==> src/hdl/pvd_pkg.sv <==
// pvd_pkg: shared constants, reset values and the beat type passed between the
// range lookup and the embed stages of the pixel-pair embedder
// no dependencies
`default_nettype none

package pvd_pkg;

  localparam int NUM_REGS = 8;
  localparam int PIX_W    = 8;
  localparam int LG_W     = 4;
  localparam int LG_MAX   = 8;
  // cumulative range end, up to eight ranges of 256
  localparam int END_W    = 12;
  // range top inside a selected range, at most 510
  localparam int TOP_W    = 9;
  // signed difference change, magnitude below 1024
  localparam int CHG_W    = 11;
  localparam int ADDR_W   = 5;
  localparam int IDX_W    = ADDR_W - 2;
  localparam int DATA_W   = 32;

  localparam logic [NUM_REGS-1:0][LG_W-1:0] LG_RST = {
    4'd0, 4'd0, 4'd7, 4'd6, 4'd5, 4'd4, 4'd3, 4'd3
  };

  typedef logic [PIX_W-1:0] pix_t;

  typedef struct packed {
    pix_t             p1;
    pix_t             p2;
    pix_t             msg;
    pix_t             ad;
    logic             neg;
    logic             found;
    pix_t             low;
    logic [TOP_W-1:0] top;
    logic [LG_W-1:0]  lg;
  } range_beat_t;

endpackage

`default_nettype wire

==> src/hdl/pvd_cfg_regs.sv <==
// pvd_cfg_regs: range width registers on the bus port plus the registered
// table of cumulative range ends and clamped widths
// depends on pvd_pkg
`default_nettype none

module pvd_cfg_regs #(
  parameter int MAX_RANGES = 8
) (
  input  wire logic                                           clk,
  input  wire logic                                           rst_n,
  input  wire logic                                           psel,
  input  wire logic                                           penable,
  input  wire logic                                           pwrite,
  input  wire logic [pvd_pkg::ADDR_W-1:0]                     paddr,
  input  wire logic [pvd_pkg::DATA_W-1:0]                     pwdata,
  output logic      [pvd_pkg::DATA_W-1:0]                     prdata,
  output logic                                                pready,
  output logic      [MAX_RANGES-1:0][pvd_pkg::END_W-1:0]      ends,
  output logic      [MAX_RANGES-1:0][pvd_pkg::LG_W-1:0]       lgs
);
  import pvd_pkg::*;

  logic [NUM_REGS-1:0][LG_W-1:0]   lg_r;
  logic [IDX_W-1:0]                idx;
  logic [MAX_RANGES-1:0][END_W-1:0] ends_r, ends_nxt;
  logic [MAX_RANGES-1:0][LG_W-1:0]  lgs_r, lgs_nxt;

  assign idx    = paddr[ADDR_W-1:2];
  assign pready = 1'b1;
  assign prdata = DATA_W'(lg_r[idx]);

  always_ff @(posedge clk) begin
    if (!rst_n) begin
      lg_r <= LG_RST;
    end else if (psel && penable && pwrite) begin
      lg_r[idx] <= pwdata[LG_W-1:0];
    end
  end

  // running sum of widths, widths above 256 act as 256
  always_comb begin
    logic [END_W-1:0] acc;
    logic [LG_W-1:0]  wc;
    acc = '0;
    for (int i = 0; i < MAX_RANGES; i++) begin
      wc = (lg_r[i] > LG_W'(LG_MAX)) ? LG_W'(LG_MAX) : lg_r[i];
      acc = acc + (END_W'(1) << wc);
      ends_nxt[i] = acc;
      lgs_nxt[i]  = wc;
    end
  end

  always_ff @(posedge clk) begin
    ends_r <= ends_nxt;
    lgs_r  <= lgs_nxt;
  end

  assign ends = ends_r;
  assign lgs  = lgs_r;

endmodule

`default_nettype wire

==> src/hdl/pvd_range_lookup.sv <==
// pvd_range_lookup: stage one forms |second - first|, stage two picks the
// first range whose end lies above it
// depends on pvd_pkg
`default_nettype none

module pvd_range_lookup #(
  parameter int MAX_RANGES = 8
) (
  input  wire logic                                      clk,
  input  wire logic                                      rst_n,
  input  wire logic                                      up_valid,
  output logic                                           up_stall,
  input  wire logic [pvd_pkg::PIX_W-1:0]                 p1,
  input  wire logic [pvd_pkg::PIX_W-1:0]                 p2,
  input  wire logic [pvd_pkg::PIX_W-1:0]                 msg,
  input  wire logic [MAX_RANGES-1:0][pvd_pkg::END_W-1:0] ends,
  input  wire logic [MAX_RANGES-1:0][pvd_pkg::LG_W-1:0]  lgs,
  output logic                                           dn_valid,
  input  wire logic                                      dn_ready,
  output pvd_pkg::range_beat_t                           dn_beat
);
  import pvd_pkg::*;

  logic        s1_v_r, s2_v_r;
  logic        s1_adv, s2_adv;
  pix_t        s1_p1_r, s1_p2_r, s1_msg_r, s1_ad_r;
  logic        s1_neg_r;
  logic [PIX_W:0] diff;
  pix_t        ad;
  range_beat_t s2_nxt, s2_r;

  assign s2_adv   = !s2_v_r || dn_ready;
  assign s1_adv   = !s1_v_r || s2_adv;
  assign up_stall = !s1_adv;

  assign diff = {1'b0, p2} - {1'b0, p1};
  assign ad   = diff[PIX_W] ? PIX_W'(-diff) : diff[PIX_W-1:0];

  always_ff @(posedge clk) begin
    if (!rst_n) begin
      s1_v_r <= 1'b0;
    end else if (s1_adv) begin
      s1_v_r <= up_valid;
    end
  end

  always_ff @(posedge clk) begin
    if (s1_adv) begin
      s1_p1_r  <= p1;
      s1_p2_r  <= p2;
      s1_msg_r <= msg;
      s1_ad_r  <= ad;
      s1_neg_r <= diff[PIX_W];
    end
  end

  // first range with end above |d|; its base is the previous end
  always_comb begin
    logic [END_W-1:0] base;
    base         = '0;
    s2_nxt.p1    = s1_p1_r;
    s2_nxt.p2    = s1_p2_r;
    s2_nxt.msg   = s1_msg_r;
    s2_nxt.ad    = s1_ad_r;
    s2_nxt.neg   = s1_neg_r;
    s2_nxt.found = 1'b0;
    s2_nxt.low   = '0;
    s2_nxt.top   = '0;
    s2_nxt.lg    = '0;
    for (int i = 0; i < MAX_RANGES; i++) begin
      if (!s2_nxt.found && (END_W'(s1_ad_r) < ends[i])) begin
        s2_nxt.found = 1'b1;
        s2_nxt.low   = base[PIX_W-1:0];
        s2_nxt.top   = TOP_W'(ends[i] - END_W'(1));
        s2_nxt.lg    = lgs[i];
      end
      base = ends[i];
    end
  end

  always_ff @(posedge clk) begin
    if (!rst_n) begin
      s2_v_r <= 1'b0;
    end else if (s2_adv) begin
      s2_v_r <= s1_v_r;
    end
  end

  always_ff @(posedge clk) begin
    if (s2_adv) begin
      s2_r <= s2_nxt;
    end
  end

  assign dn_valid = s2_v_r;
  assign dn_beat  = s2_r;

endmodule

`default_nettype wire

==> src/hdl/pvd_embed.sv <==
// pvd_embed: stage three runs the falling-off test and forms the difference
// change, stage four splits it over the pixels into the output register
// depends on pvd_pkg
`default_nettype none

module pvd_embed (
  input  wire logic                      clk,
  input  wire logic                      rst_n,
  input  wire logic                      up_valid,
  output logic                           up_ready,
  input  wire pvd_pkg::range_beat_t      up_beat,
  output logic                           out_valid,
  input  wire logic                      out_stall,
  output logic [pvd_pkg::PIX_W-1:0]      out_new_first,
  output logic [pvd_pkg::PIX_W-1:0]      out_new_second,
  output logic                           out_skipped,
  output logic [pvd_pkg::LG_W-1:0]       out_bits_used
);
  import pvd_pkg::*;

  typedef struct packed {
    pix_t                    p1;
    pix_t                    p2;
    logic                    even;
    logic                    skip;
    logic signed [CHG_W-1:0] chg;
    logic [LG_W-1:0]         lg;
  } chg_beat_t;

  logic        s3_v_r, out_v_r;
  logic        s3_adv, out_adv;
  chg_beat_t   s3_nxt, s3_r;

  logic [TOP_W-1:0]        c, lo_c, hi_c, sub_c, add_c;
  logic [TOP_W:0]          p2_top;
  logic                    fall, even;
  logic [TOP_W-1:0]        msk;
  pix_t                    m;
  logic [TOP_W-1:0]        mag;
  logic signed [CHG_W-1:0] dmag;

  logic signed [CHG_W-1:0] lo, hi;
  pix_t                    sub8, add8;
  pix_t                    nf_r, ns_r;
  logic                    skip_r;
  logic [LG_W-1:0]         lg_r;

  assign out_adv  = !out_v_r || !out_stall;
  assign s3_adv   = !s3_v_r || out_adv;
  assign up_ready = s3_adv;

  // parity of |d| picks which pixel takes the rounded-up half
  assign even  = !up_beat.ad[0];
  assign c     = up_beat.top - TOP_W'(up_beat.ad);
  assign lo_c  = c >> 1;
  assign hi_c  = c - lo_c;
  assign sub_c = even ? lo_c : hi_c;
  assign add_c = even ? hi_c : lo_c;
  assign p2_top = (TOP_W+1)'(up_beat.p2) + (TOP_W+1)'(add_c);
  assign fall  = (sub_c > TOP_W'(up_beat.p1)) || (p2_top > (TOP_W+1)'(255));

  assign msk  = (TOP_W'(1) << up_beat.lg) - TOP_W'(1);
  assign m    = up_beat.msg & msk[PIX_W-1:0];
  assign mag  = TOP_W'(up_beat.low) + TOP_W'(m);
  assign dmag = $signed(CHG_W'(mag)) - $signed(CHG_W'(up_beat.ad));

  always_comb begin
    s3_nxt.p1   = up_beat.p1;
    s3_nxt.p2   = up_beat.p2;
    s3_nxt.even = even;
    s3_nxt.skip = !up_beat.found || fall || (up_beat.lg == '0);
    // negative d: new difference and old one both flip sign
    s3_nxt.chg  = up_beat.neg ? -dmag : dmag;
    s3_nxt.lg   = up_beat.lg;
  end

  always_ff @(posedge clk) begin
    if (!rst_n) begin
      s3_v_r <= 1'b0;
    end else if (s3_adv) begin
      s3_v_r <= up_valid;
    end
  end

  always_ff @(posedge clk) begin
    if (s3_adv) begin
      s3_r <= s3_nxt;
    end
  end

  assign lo   = $signed(s3_r.chg) >>> 1;
  assign hi   = $signed(s3_r.chg) - lo;
  assign sub8 = s3_r.even ? lo[PIX_W-1:0] : hi[PIX_W-1:0];
  assign add8 = s3_r.even ? hi[PIX_W-1:0] : lo[PIX_W-1:0];

  always_ff @(posedge clk) begin
    if (!rst_n) begin
      out_v_r <= 1'b0;
    end else if (out_adv) begin
      out_v_r <= s3_v_r;
    end
  end

  always_ff @(posedge clk) begin
    if (out_adv) begin
      nf_r   <= s3_r.skip ? '0 : s3_r.p1 - sub8;
      ns_r   <= s3_r.skip ? '0 : s3_r.p2 + add8;
      skip_r <= s3_r.skip;
      lg_r   <= s3_r.skip ? '0 : s3_r.lg;
    end
  end

  assign out_valid      = out_v_r;
  assign out_new_first  = nf_r;
  assign out_new_second = ns_r;
  assign out_skipped    = skip_r;
  assign out_bits_used  = lg_r;

endmodule

`default_nettype wire

==> src/hdl/pvd_pair_embed.sv <==
// pvd_pair_embed: embeds message bits into one grey pixel pair per beat
// out_valid rises once a beat has passed the s1, s2 and s3 registers into the output register; out_stall delays it
// throughput: one pair per cycle while out_stall is low, four register stages with valid bits, the
// last one the output register; in_stall follows the stage occupancy chain
// reset: synchronous active-low rst_n empties the pipeline and loads the
// range registers with 3,3,4,5,6,7,0,0; a register write applies from the next beat
`default_nettype none

module pvd_pair_embed #(
  parameter int MAX_RANGES = 8
) (
  input  wire logic                          clk,
  input  wire logic                          rst_n,
  // register port
  input  wire logic                          psel,
  input  wire logic                          penable,
  input  wire logic                          pwrite,
  input  wire logic [pvd_pkg::ADDR_W-1:0]    paddr,
  input  wire logic [pvd_pkg::DATA_W-1:0]    pwdata,
  output logic      [pvd_pkg::DATA_W-1:0]    prdata,
  output logic                               pready,
  // pixel pair in
  input  wire logic                          in_valid,
  output logic                               in_stall,
  input  wire logic [pvd_pkg::PIX_W-1:0]     in_first_pixel,
  input  wire logic [pvd_pkg::PIX_W-1:0]     in_second_pixel,
  input  wire logic [pvd_pkg::PIX_W-1:0]     in_message_bits,
  // embedded pair out
  output logic                               out_valid,
  input  wire logic                          out_stall,
  output logic      [pvd_pkg::PIX_W-1:0]     out_new_first,
  output logic      [pvd_pkg::PIX_W-1:0]     out_new_second,
  output logic                               out_skipped,
  output logic      [pvd_pkg::LG_W-1:0]      out_bits_used
);
  import pvd_pkg::*;

  // cumulative range ends and clamped log2 widths, registered once per
  // cycle from the range registers
  logic [MAX_RANGES-1:0][END_W-1:0] ends;
  logic [MAX_RANGES-1:0][LG_W-1:0]  lgs;

  // beat between the lookup half and the embed half
  logic        rng_valid;
  logic        rng_ready;
  range_beat_t rng_beat;

  pvd_cfg_regs #(
    .MAX_RANGES (MAX_RANGES)
  ) u_cfg (
    .clk     (clk),
    .rst_n   (rst_n),
    .psel    (psel),
    .penable (penable),
    .pwrite  (pwrite),
    .paddr   (paddr),
    .pwdata  (pwdata),
    .prdata  (prdata),
    .pready  (pready),
    .ends    (ends),
    .lgs     (lgs)
  );

  // stages one and two: |d| and range select
  pvd_range_lookup #(
    .MAX_RANGES (MAX_RANGES)
  ) u_lookup (
    .clk      (clk),
    .rst_n    (rst_n),
    .up_valid (in_valid),
    .up_stall (in_stall),
    .p1       (in_first_pixel),
    .p2       (in_second_pixel),
    .msg      (in_message_bits),
    .ends     (ends),
    .lgs      (lgs),
    .dn_valid (rng_valid),
    .dn_ready (rng_ready),
    .dn_beat  (rng_beat)
  );

  // stages three and four: skip test, new difference, split and output
  pvd_embed u_embed (
    .clk            (clk),
    .rst_n          (rst_n),
    .up_valid       (rng_valid),
    .up_ready       (rng_ready),
    .up_beat        (rng_beat),
    .out_valid      (out_valid),
    .out_stall      (out_stall),
    .out_new_first  (out_new_first),
    .out_new_second (out_new_second),
    .out_skipped    (out_skipped),
    .out_bits_used  (out_bits_used)
  );

endmodule

`default_nettype wire
==> config.mk <==
export PLATFORM = sky130hd
export DESIGN_NAME = pvd_pair_embed
export DESIGN_NICKNAME = d
export VERILOG_FILES = /design/src/hdl/pvd_pkg.sv /design/src/hdl/pvd_cfg_regs.sv /design/src/hdl/pvd_range_lookup.sv /design/src/hdl/pvd_embed.sv /design/src/hdl/pvd_pair_embed.sv
export SDC_FILE = /design/constraint.sdc
export NUM_CORES = 1
export LEC_CHECK = 0
export BUFFER_PORTS_ARGS = -buffer_cell sky130_fd_sc_hd__clkbuf_2
export CAP_MARGIN = 30
export CORE_MARGIN = 2
export CORE_UTILIZATION = 35
export CTS_CLUSTER_SIZE = 12
export DETAILED_ROUTE_END_ITERATION = 10
export GPL_ROUTABILITY_DRIVEN = 0
export MAX_ROUTING_LAYER = met4
export SYNTH_ARGS = -nofsm -noshare
export SYNTH_HDL_FRONTEND = slang
export SYNTH_HIERARCHICAL = 1
export SYNTH_SLANG_ARGS = --single-unit
==> constraint.sdc <==
create_clock -name clk -period 14.5 [get_ports clk]
set_input_delay 2.175 -clock clk [delete_from_list [all_inputs] [get_ports clk]]
set_output_delay 2.175 -clock clk [all_outputs]
set_load 0.05 [all_outputs]
==> impl_metrics.yaml <==
drt:
  first_iter_violations: 856
  final_antenna_net_count: 0
  drc: 0
  drt-total-wl_um: 50200
  routedWlPerCell_um: 16.8
  first_pass_iters: 5
  vias: 15400
  viasPerCell: 5.17
synth:
  yosys_warnings: 6
  synthXorXnorAreaFrac_pct: 6.73
  synthAdderAreaFrac_pct: 15.5
  synth_seq_area_share_pct: 37.3
  ys.flop_type: "dfxtp_1"
  synth_top_family_by_area: "simple AND/OR/NAND/NOR gates"
  synthArstFlopShare_pct: 0
  synthMuxAreaShare_pct: 3.40
  synth_compound_area_share_pct: 14.3
  avgSynthCellArea_um2: 9.34
  yosysUniqueCellTypes: 91
  syn_area_mm2: 0.0201
  yosys.area_share.simple_pct: 16.1
  syn_inst: 2150
  synth_edf_count: 140
  ys_ff_latch: 304
timing:
  final.setup.tns_ps: 0
  slew_violations: 0
  fin_ws_ps: 5250
  setup_viol: 0
  rsz0062_at_grt: "no"
  fmax_ghz: 0.108
  period_share_pct: 63.8
  max_slew_margin_pct: 32.1
  hold_ws_ps: 421
  finClkSkew_ps: 28.1
  worst_slew_pin_slew_ps: 1020
  hold_viol_final: 0
  finalCriticalPeriod_ps: 9250
clock_network:
  root_buffer: "clkbuf_16"
  clockBufferDepth: 3
  clock-sinks: 304
  clk_latency_ps: 550
  cts_resized: 0
  path_clk_slew_ps: 60
  htree_levels: 2
  cts_hold_buf: 0
  cts_tree: "built"
  post_cts_buffers: 0
  numCtsBuffers: 36
global_routing:
  grt_usage_pct: 17.3
  grt_pass1_wl_um: 79900
  grt_start_max_net_pins: 56
  grt_overflow: 0
  grt_pass1_vias: 15300
  antenna_found_initial: 2
worst_setup_path:
  slowest_delay_ps: 630
  r2r_slack_ps: 5250
  crit_arrival_ps: 9720
  rr_startpoint: "u_cfg/lg_r[3]$_SDFFE_PN0P_"
  crit_top_cell: "ha_1"
  start_kind: "flop"
  path_class: "flop to flop"
  critPathRequiredTime_ps: 14970
  worst_path_max_delay_cell: "or4b_2"
  r2r_cells: 32
  cp_max_fo: 11
  endpoint_kind: "flop"
  reg2reg_to: "u_cfg/ends[94]$_DFF_P_"
min_path:
  hold_path_class: "flop to flop"
  hp-start: "u_lookup/s1_p2_r[4]$_DFFE_PN_"
  min_to: "u_lookup/dn_beat[43]$_DFFE_PP_"
  whs_path_depth: 0
finish:
  drive_gt1_share_pct: 8.04
  nNetsFinal: 2507
  fin_util_pct: 39.4
  area_delta_synth_final_pct: 10.9
floorplanning:
  die_w_um: 244
  core_mm2: 0.0566
  fp.dieArea_mm2: 0.0593
  start_util_pct: 35.5
  die_height_um: 244
  rows: 87
  boundaryPins: 124
pwr:
  power_density_mw_per_mm2: 168
  vdd.ir_drop.worst_v: 0.000101
  p_leak_nw: 9.69
outcome:
  status: "finished clean"
placement:
  place_hpwl_um: 39900
  dp_slack_ps: 5390
  numPortBuffers: 64
flow_run:
  drv_cap: 0
[Yosys cell counts, drive strengths merged, types with 11 or more instances]
master | number | area (um^2)
inv | 222 | 833
ha | 214 | 2680
dfxtp | 164 | 3280
nor2 | 160 | 603
nand2 | 151 | 567
edfxtp | 140 | 4200
xnor2 | 118 | 1050
o21ai | 113 | 569
a21oi | 94 | 493
nor2b | 71 | 444
clkbuf | 63 | 238
nor3 | 61 | 305
mux2i | 57 | 571
nand3 | 40 | 205
buf | 39 | 273
nand2b | 38 | 238
nor4 | 31 | 200
xor2 | 31 | 279
a21boi | 29 | 218
a21o | 29 | 219
fa | 22 | 440
a22oi | 17 | 128
o21a | 17 | 128
or3 | 17 | 106
nand4 | 16 | 100
o211ai | 16 | 135
a211oi | 14 | 120
and3 | 14 | 87.6
a221o | 11 | 110
a221oi | 11 | 96.3
nor3b | 11 | 82.6
[metrics by stage]
stage / area [um^2] / total power [mW] / cells
6_report: 22300 / 3.74 / 2984
5_1_grt: 22300 / 4.02 / 2984
3_3_place_gp: 21100 / 2.76 / 2919
2_1_floorplan: 20300 / 2.46 / 2196
4_1_cts: 22300 / 3.76 / 2983
3_5_place_dp: 21100 / 2.82 / 2921
[worst max path at each step]
stage                                          start                endpoint  slack [ps]
after floorplan           u_cfg/lg_r[3]$_SDFFE_PN0P_  u_cfg/ends[94]$_DFF_P_        6470
after global placement    u_cfg/lg_r[3]$_SDFFE_PN0P_  u_cfg/ends[94]$_DFF_P_        5600
after detailed placement  u_cfg/lg_r[3]$_SDFFE_PN0P_  u_cfg/ends[94]$_DFF_P_        5390
after CTS                 u_cfg/lg_r[3]$_SDFFE_PN0P_  u_cfg/ends[94]$_DFF_P_        5330
after global routing      u_cfg/lg_r[3]$_SDFFE_PN0P_  u_cfg/ends[94]$_DFF_P_        4700
final                     u_cfg/lg_r[3]$_SDFFE_PN0P_  u_cfg/ends[94]$_DFF_P_        5250
[registers in the layout, summed over array words and instances, names as in the netlist, 4 cells and up]
name	cells
u_cfg/ends	96
u_cfg/lgs	32
u_embed/s3_r	23
u_embed/lo	8
u_embed/out_new_second	8
u_lookup/s1_msg_r	8
u_lookup/dn_beat	55
u_lookup/s1_ad_r	8
u_lookup/s1_p2_r	8
u_embed/out_new_first	8
u_lookup/s1_p1_r	8
u_cfg/lg_r	32
u_embed/out_bits_used	4
[cell type report]
class | instances | area (um^2)
Timing Repair Buffer | 71 | 377
Clock buffer | 47 | 982
Clock inverter | 15 | 218
Antenna cell | 1 | 2.50
Sequential cell | 304 | 7490
Multi-Input combinational cell | 1568 | 11400
Fill cell | 5545 | 34300
Tap cell | 756 | 946
Inverter | 222 | 833
[critical path: cells and delay by family, from the launching register on]
family / cells / cell delay [ps]
simple gates: 14 / 4510
compound gates: 8 / 1780
fa+ha+maj: 8 / 2310
flops: 1 / 430
buf+inv: 2 / 140
[routing by layer]
metal / up-vias / GRT usage (%) / part of all wire, %
met5: - / - / 0
met2: 435 / 28.3 / 47
met3: 125 / 2.61 / 5.0
met4: 0 / 6.80 / 3.6
li1: 7623 / - / -
met1: 7237 / 21.4 / 45
[layout by cell type, fill, tap and decap left out, drive strengths merged, types with 57 or more instances in the layout]
master	count
o21ai	113
edfxtp	140
xnor2	118
mux2i	57
inv	224
clkbuf	111
a21oi	94
nand2	151
ha	214
nor2	160
dfxtp	164
nor3	61
nor2b	71
[power breakdown]
part           total, mW  internal (mW)  switching (mW)
clock              0.920          0.567           0.353
sequential          1.12           1.02           0.101
combinational       1.70          0.721           0.977
[cells by family (layout without fill, tap and decap cells)]
logic type,count (synthesis),in the layout
fa+ha+maj,236,236
flops,304,304
other cells,2,49
compound gates,426,426
buf+inv,324,355
mux,63,63
simple gates,645,645
xor+xnor,150,150
(Power assumes the default switching activity.)
